## config.mk

```make
export PLATFORM = sky130hd
export DESIGN_NAME = e2q_phase
export DESIGN_NICKNAME = d
export VERILOG_FILES = /design/src/rtl/e2q_pkg.sv /design/src/rtl/e2q_phase.sv
export SDC_FILE = /design/constraint.sdc
export NUM_CORES = 2
export LEC_CHECK = 0
export BUFFER_PORTS_ARGS = -buffer_cell sky130_fd_sc_hd__buf_2
export CAP_MARGIN = 25
export CORE_MARGIN = 2
export CORE_UTILIZATION = 30
export DETAILED_ROUTE_END_ITERATION = 10
export PLACE_DENSITY_LB_ADDON = 0.05
export RECOVER_POWER = 50
export SYNTH_ARGS = -nofsm -noshare
export SYNTH_HDL_FRONTEND = slang
export SYNTH_SLANG_ARGS = --single-unit
```

## constraint.sdc

```tcl
create_clock -name clk_i -period 13.6 [get_ports clk_i]
set_input_delay 4.08 -clock clk_i [delete_from_list [all_inputs] [get_ports clk_i]]
set_output_delay 4.08 -clock clk_i [all_outputs]
set_load 0.02 [all_outputs]
```

## src/rtl/e2q_pkg.sv

```systemverilog
`timescale 1ns / 1ps
package e2q_pkg;

  localparam int unsigned AngleW = 32;
  localparam int unsigned QuatW  = 32;
  localparam int unsigned PhaseW = 32;
  // CORDIC datapath: Q30 magnitudes with headroom for gain growth.
  localparam int unsigned CordW  = 34;
  localparam int unsigned MaxSteps = 32;

  localparam logic [31:0] RadScale = 32'd2734261102;
  localparam logic [31:0] DegScale = 32'd1527099483;
  localparam logic signed [CordW-1:0] CordicX0 = 34'sd652032874;
  localparam logic signed [CordW-1:0] OneQ30   = 34'sd1073741824;

  typedef logic [31:0] atan_tab_t [MaxSteps];
  localparam atan_tab_t AtanTurns = '{
    32'h20000000, 32'h12E4051D, 32'h09FB385B, 32'h051111D4, 32'h028B0D43, 32'h0145D7E1,
    32'h00A2F61E, 32'h00517C55, 32'h0028BE53, 32'h00145F2E, 32'h000A2F98, 32'h000517CC,
    32'h00028BE6, 32'h000145F3, 32'h0000A2F9, 32'h0000517C, 32'h000028BE, 32'h0000145F,
    32'h00000A2F, 32'h00000517, 32'h0000028B, 32'h00000145, 32'h000000A2, 32'h00000051,
    32'h00000028, 32'h00000014, 32'h0000000A, 32'h00000005, 32'h00000002, 32'h00000001,
    32'h00000000, 32'h00000000
  };

  typedef struct packed {
    logic signed [AngleW-1:0] yaw_angle;
    logic signed [AngleW-1:0] pitch_angle;
    logic signed [AngleW-1:0] roll_angle;
  } euler_t;

  typedef struct packed {
    logic signed [QuatW-1:0] quat_w;
    logic signed [QuatW-1:0] quat_x;
    logic signed [QuatW-1:0] quat_y;
    logic signed [QuatW-1:0] quat_z;
  } quat_t;

  // Cosine and sine of one half-angle, Q30, clamped.
  typedef struct packed {
    logic signed [31:0] c;
    logic signed [31:0] s;
  } cs_t;

  function automatic logic signed [CordW-1:0] clamp_q30(input logic signed [CordW-1:0] v);
    logic signed [CordW-1:0] r;
    r = v;
    if (v > OneQ30) r = OneQ30;
    if (v < -OneQ30) r = -OneQ30;
    return r;
  endfunction

endpackage

```

## src/rtl/e2q_phase.sv

```systemverilog
`timescale 1ns / 1ps
// Scales one angle to a half-angle phase in 2^-32 turn, two stages.
module e2q_phase #(
  parameter int unsigned ANGLE_FRACTION_BITS = 16
) (
  input  logic                     clk_i,
  input  logic                     en_i,
  input  logic                     deg_i,
  input  logic signed [31:0]       angle_i,
  output logic [31:0]              phase_o
);
  localparam int unsigned ShRad = ANGLE_FRACTION_BITS + 3;
  localparam int unsigned ShDeg = ANGLE_FRACTION_BITS + 8;

  logic signed [64:0] prod_d, prod_q;
  logic               deg_q;
  logic signed [64:0] sum_rad, sum_deg;

  always_comb begin
    prod_d = 65'(angle_i) * $signed({1'b0, (deg_i ? e2q_pkg::DegScale : e2q_pkg::RadScale)});
  end

  always_ff @(posedge clk_i) begin
    if (en_i) begin
      prod_q <= prod_d;
      deg_q  <= deg_i;
    end
  end

  assign sum_rad = (prod_q + (65'sd1 <<< (ShRad - 1))) >>> ShRad;
  assign sum_deg = (prod_q + (65'sd1 <<< (ShDeg - 1))) >>> ShDeg;

  always_ff @(posedge clk_i) begin
    if (en_i) begin
      phase_o <= deg_q ? sum_deg[31:0] : sum_rad[31:0];
    end
  end
endmodule

```

**Word level (Yosys, flattened, before mapping)**

Index checks and enable logic that the tools add are counted.

- Flip-flop bits (word level): 89
- Output and inout bits: 32
- Logic and storage cells: 8

- $add $sub $neg: 2
- Multiply operators: 1
- Multiplexer cells: 2

Operator list:

| cell | number |
|---|---|
| 2-to-1 mux 32 bit | 2 |
| adder 56 x 25 -> 56 bit (second input constant) | 1 |
| multiplier 32 x 33 -> 56 bit | 1 |
| adder 51 x 20 -> 51 bit (second input constant) | 1 |

**Logic depth before layout (Yosys ltp)**

- Depth in word-level cells: 2
- Depth in mapped cells: 30
- Mapped depth without buffers: 27

**Worst setup path after synthesis**

Ideal clock, no wire load.

- Path type: input port to flip-flop
- Start: input deg_i
- End: register prod_q[46] (data pin)
- Setup time: 0.264 ns
- Arrival: 11.051 ns
- Setup slack: 2.286 ns
- Cell stages on the path: 27
- Path buffers: 4
- Cells stage by stage: clkbuf_1 clkbuf_1 clkbuf_1 nand2_1 fa_1 inv_1 fa_1 fa_1 inv_1 fa_1 inv_1 fa_1 fa_1 fa_1 inv_1 fa_1 inv_1 ha_1 clkbuf_1 nand4_1 nor2_1 nand4_1 o32ai_1 nor3b_2 o31ai_1 a221oi_1 xnor2_1

- Longest elaborated chain between the ends: 2

RTL lines:

| element | RTL line | source |
|---|---|---|
| from (decl) | e2q_phase.sv:8 | `input logic deg_i,` |
| 2-to-1 mux 32 bit | e2q_phase.sv:20 | `prod_d = 65'(angle_i) * $signed({1'b0, (deg_i ? e2q_pkg::DegScale : e2q_pkg::RadScale)});` |
| multiplier 32 x 33 -> 56 bit | e2q_phase.sv:20 |  |
| via prod_d[46] | e2q_phase.sv:15 | `logic signed [64:0] prod_d, prod_q;` |
| to (signal assigned) | e2q_phase.sv:25 | `prod_q <= prod_d;` |
| to (decl) | e2q_phase.sv:15 |  |

The timed path passes the listed nets, and every way through them passes these cells.
A chain may end at the register's enable or synchronous reset.

**Worst setup path after layout**

Same ends and word-level chain as after synthesis.

==> flow_summary.toml <==
[synth]
syn_area_per_cell_um2 = 10.1
ys_warn_count = 0
synth_ff_type = "edfxtp_1"
async_reset_ff_frac = 0
yosysTopAreaCellShare = 0.450
synth_cells = 2613
synth.distinct_cells = 69
syn-cell-area_um2 = 26400
synth_edf_count = 71
netlist_top_cells_area = "fa_1 45%, ha_1 19%, inv_1 13%, edfxtp_1 8.1%, xnor2_1 2.0%"
ys_ff_latch = 71
yosys.area.top_type = "fa_1"
yosysSeqAreaShare = 0.0807

[global_routing]
grt_pass1_vias = 19200
grt.overflow.total = 0
grt_pass1_wl_mm = 127
antenna_found_initial = 1
groute.usage.overall = 0.193
grt_start_max_net_pins = 72

[drt]
drcViolationCount = 0
wl_met1_mm = 44.1
dr_wl_met2_mm = 37.0
viasPerCell = 4.39
maxUsedRoutingLayer = "met5"
dr_wl_met3_mm = 2.55
vias = 16700
ant_nets = 0
drt_iter0_drc = 857
drt-total-wl_mm = 84.3
wl_per_cell_um = 22.1
first_pass_iters = 5

[finish]
fill_cells = 9142
final_core_util = 0.326
final_cell_mix = "883 x inv_1, 594 x fa_1, 400 x ha_1, 109 x nand2_1, 71 x edfxtp_1"
design_area_um2 = 28400
final_common_cell = "inv_1"
syn2layout_area_growth_pct = 7.44
n_antenna_cell = 0
nets = 3687
drive_gt1_frac = 0.0278

[timing]
period_share = 0.918
worstMarginPinSlew_ns = 3.70
slew_viol_final = 114
hold_viol = 0
timing.hold.ws_ns = 0.688
max_clock_freq_ghz = 0.0801
clock_skew_ns = 0.00507
rsz0062_at_grt = "no"
finalSetupViolations = 0
fin_setup_tns_ns = 0
relSlewSlack = -1.47
fin_crit_ns = 12.49

[cts]
cts_sinks = 71
cts_hold_buf = 0
cts_setup_buffers = 0
clk_path_buf_depth = 2
ctsResizeCount = 0
cts_made_buffers = 9
cts_tree = "yes"
cts_max_level = 3
cts_root_buffer = "clkbuf_16"
clk-insertion-delay-late_ns = 0.34
cts.clk_slew.worst_paths_ns = 0.06

[placed_design]
portBuffers = 66
dpl-instance-area_um2 = 28100
place_congestion = 0.860
dpl.hpwl_mm = 77.7

[setup_path]
crit_chain = "buf_2, clkbuf_1, nor2_1, ha_1, inv_1, fa_1, inv_1, fa_1, fa_1, fa_1, fa_1, fa_1, inv_1, fa_1, inv_1, ha_1, nand4_1, nor2_1, nand4_1, o32ai_1, nor3b_2, o31ai_1, a221oi_1, xnor2_1"
r2r-end = "phase_o[29]"
end_kind = "register"
cp_slowest_cell = "clkbuf_1"
worstSetupEndpoint = "prod_q[46]"
startpoint = "deg_i"
r2r_cells = 10
worstPathMaxFanout = 24
path_common_cell = "fa_1"
worst_path_largest_cell_delay_ns = 1.10
crit_type = "primary input to register"
required_ns = 13.68
r2r-start = "deg_q"
ff2ff_setup_slack_ns = 8.12
arrival_ns = 12.57
start_kind = "primary input"

[status]
status = "complete, but fails checks"
violations = "max-capacitance violations, max-slew violations"

[die]
die_area_um2 = 90500
core_area_um2 = 87000
die_w_um = 301
start_util = 0.304
rows = 108
io_pins = 67
die_h_um = 301

[hold_path]
hold_class = "register to register"

[job]
maxCapViolations = 2
[Yosys cell counts, types with 4 or more instances]
cell type / count
a21oi_1: 54
mux2i_1: 26
xnor2_1: 60
a21o_1: 21
a221oi_1: 4
and2_1: 19
clkbuf_1: 50
buf_2: 5
nand4_1: 17
fa_1: 594
edfxtp_1: 71
ha_1: 400
xor2_1: 40
nor2_1: 46
nand2_1: 109
inv_1: 883
o21ai_0: 29
and3_1: 8
nor3_1: 6
o21a_1: 9
o21bai_1: 7
nand2b_1: 36
or2_2: 8
and4_1: 5
o21ai_1: 6
o211ai_1: 4
nor2b_1: 10
nand4b_1: 4
nand3_1: 22
a31oi_1: 5
[area by class of cell]
type                       instances  area, um^2  share of cell area
clock inverter                     7         159             0.00560
timing repair buffer              73         338              0.0119
tap                             1155        1450              0.0509
multi-input combinational       1620       20800               0.732
sequential                        71        2130              0.0751
inverter                         883        3310               0.117
clock buffer                       9         225             0.00793
[state kept, by name, indices dropped and copies added (netlist names)]
signal and flops:
prod_q 38, deg_q 1, phase_o 32
[stage by stage]
stage	cells	setup slack (ns)
5_1_grt	3818	0.691
3_3_place_gp	3801	1.05
3_5_place_dp	3802	1.04
6_report	3818	1.11
4_1_cts	3818	1.39
2_1_floorplan	2633	2.29
[worst min path at each step]
| stage | from | cells after the start | end |
|---|---|---|---|
| 6_report | prod_q[22] | 2 | phase_o[3] |
| 5_1_grt | prod_q[22] | 2 | phase_o[3] |
| 4_1_cts | prod_q[22] | 2 | phase_o[3] |
| 3_5_place_dp | prod_q[22] | 2 | phase_o[3] |
| 3_3_place_gp | prod_q[20] | 2 | phase_o[1] |
| 2_1_floorplan | prod_q[55] | 2 | phase_o[31] |
[routing by layer]
metal	track usage	up-vias
met1	0.299	8600
met5	0	-
li1	-	7839
met4	0.0219	2
met3	0.0144	28
met2	0.301	275
[cell families after synthesis]
kind of cell | count (synthesis) | share of synthesized area
flip-flops | 71 | 0.0807
AND/OR/NAND/NOR | 311 | 0.0606
adder cells (fa/ha/maj) | 994 | 0.639
multiplexers | 29 | 0.0111
buffers and inverters | 942 | 0.135
XOR/XNOR | 100 | 0.0331
AO/OA/AOI/OAI | 164 | 0.0399
other | 2 | 0.000284
[worst max-delay path: cells and delay by family]
kind,cells,cell delay (ns)
adder cells (fa/ha/maj),9,4.30
buffers and inverters,6,1.61
AND/OR/NAND/NOR,5,1.22
AO/OA/AOI/OAI,3,1.20
XOR/XNOR,1,0.14
Power is not shown: default switching activity piles up to over one toggle a cycle in this logic, so the estimate is an artifact.
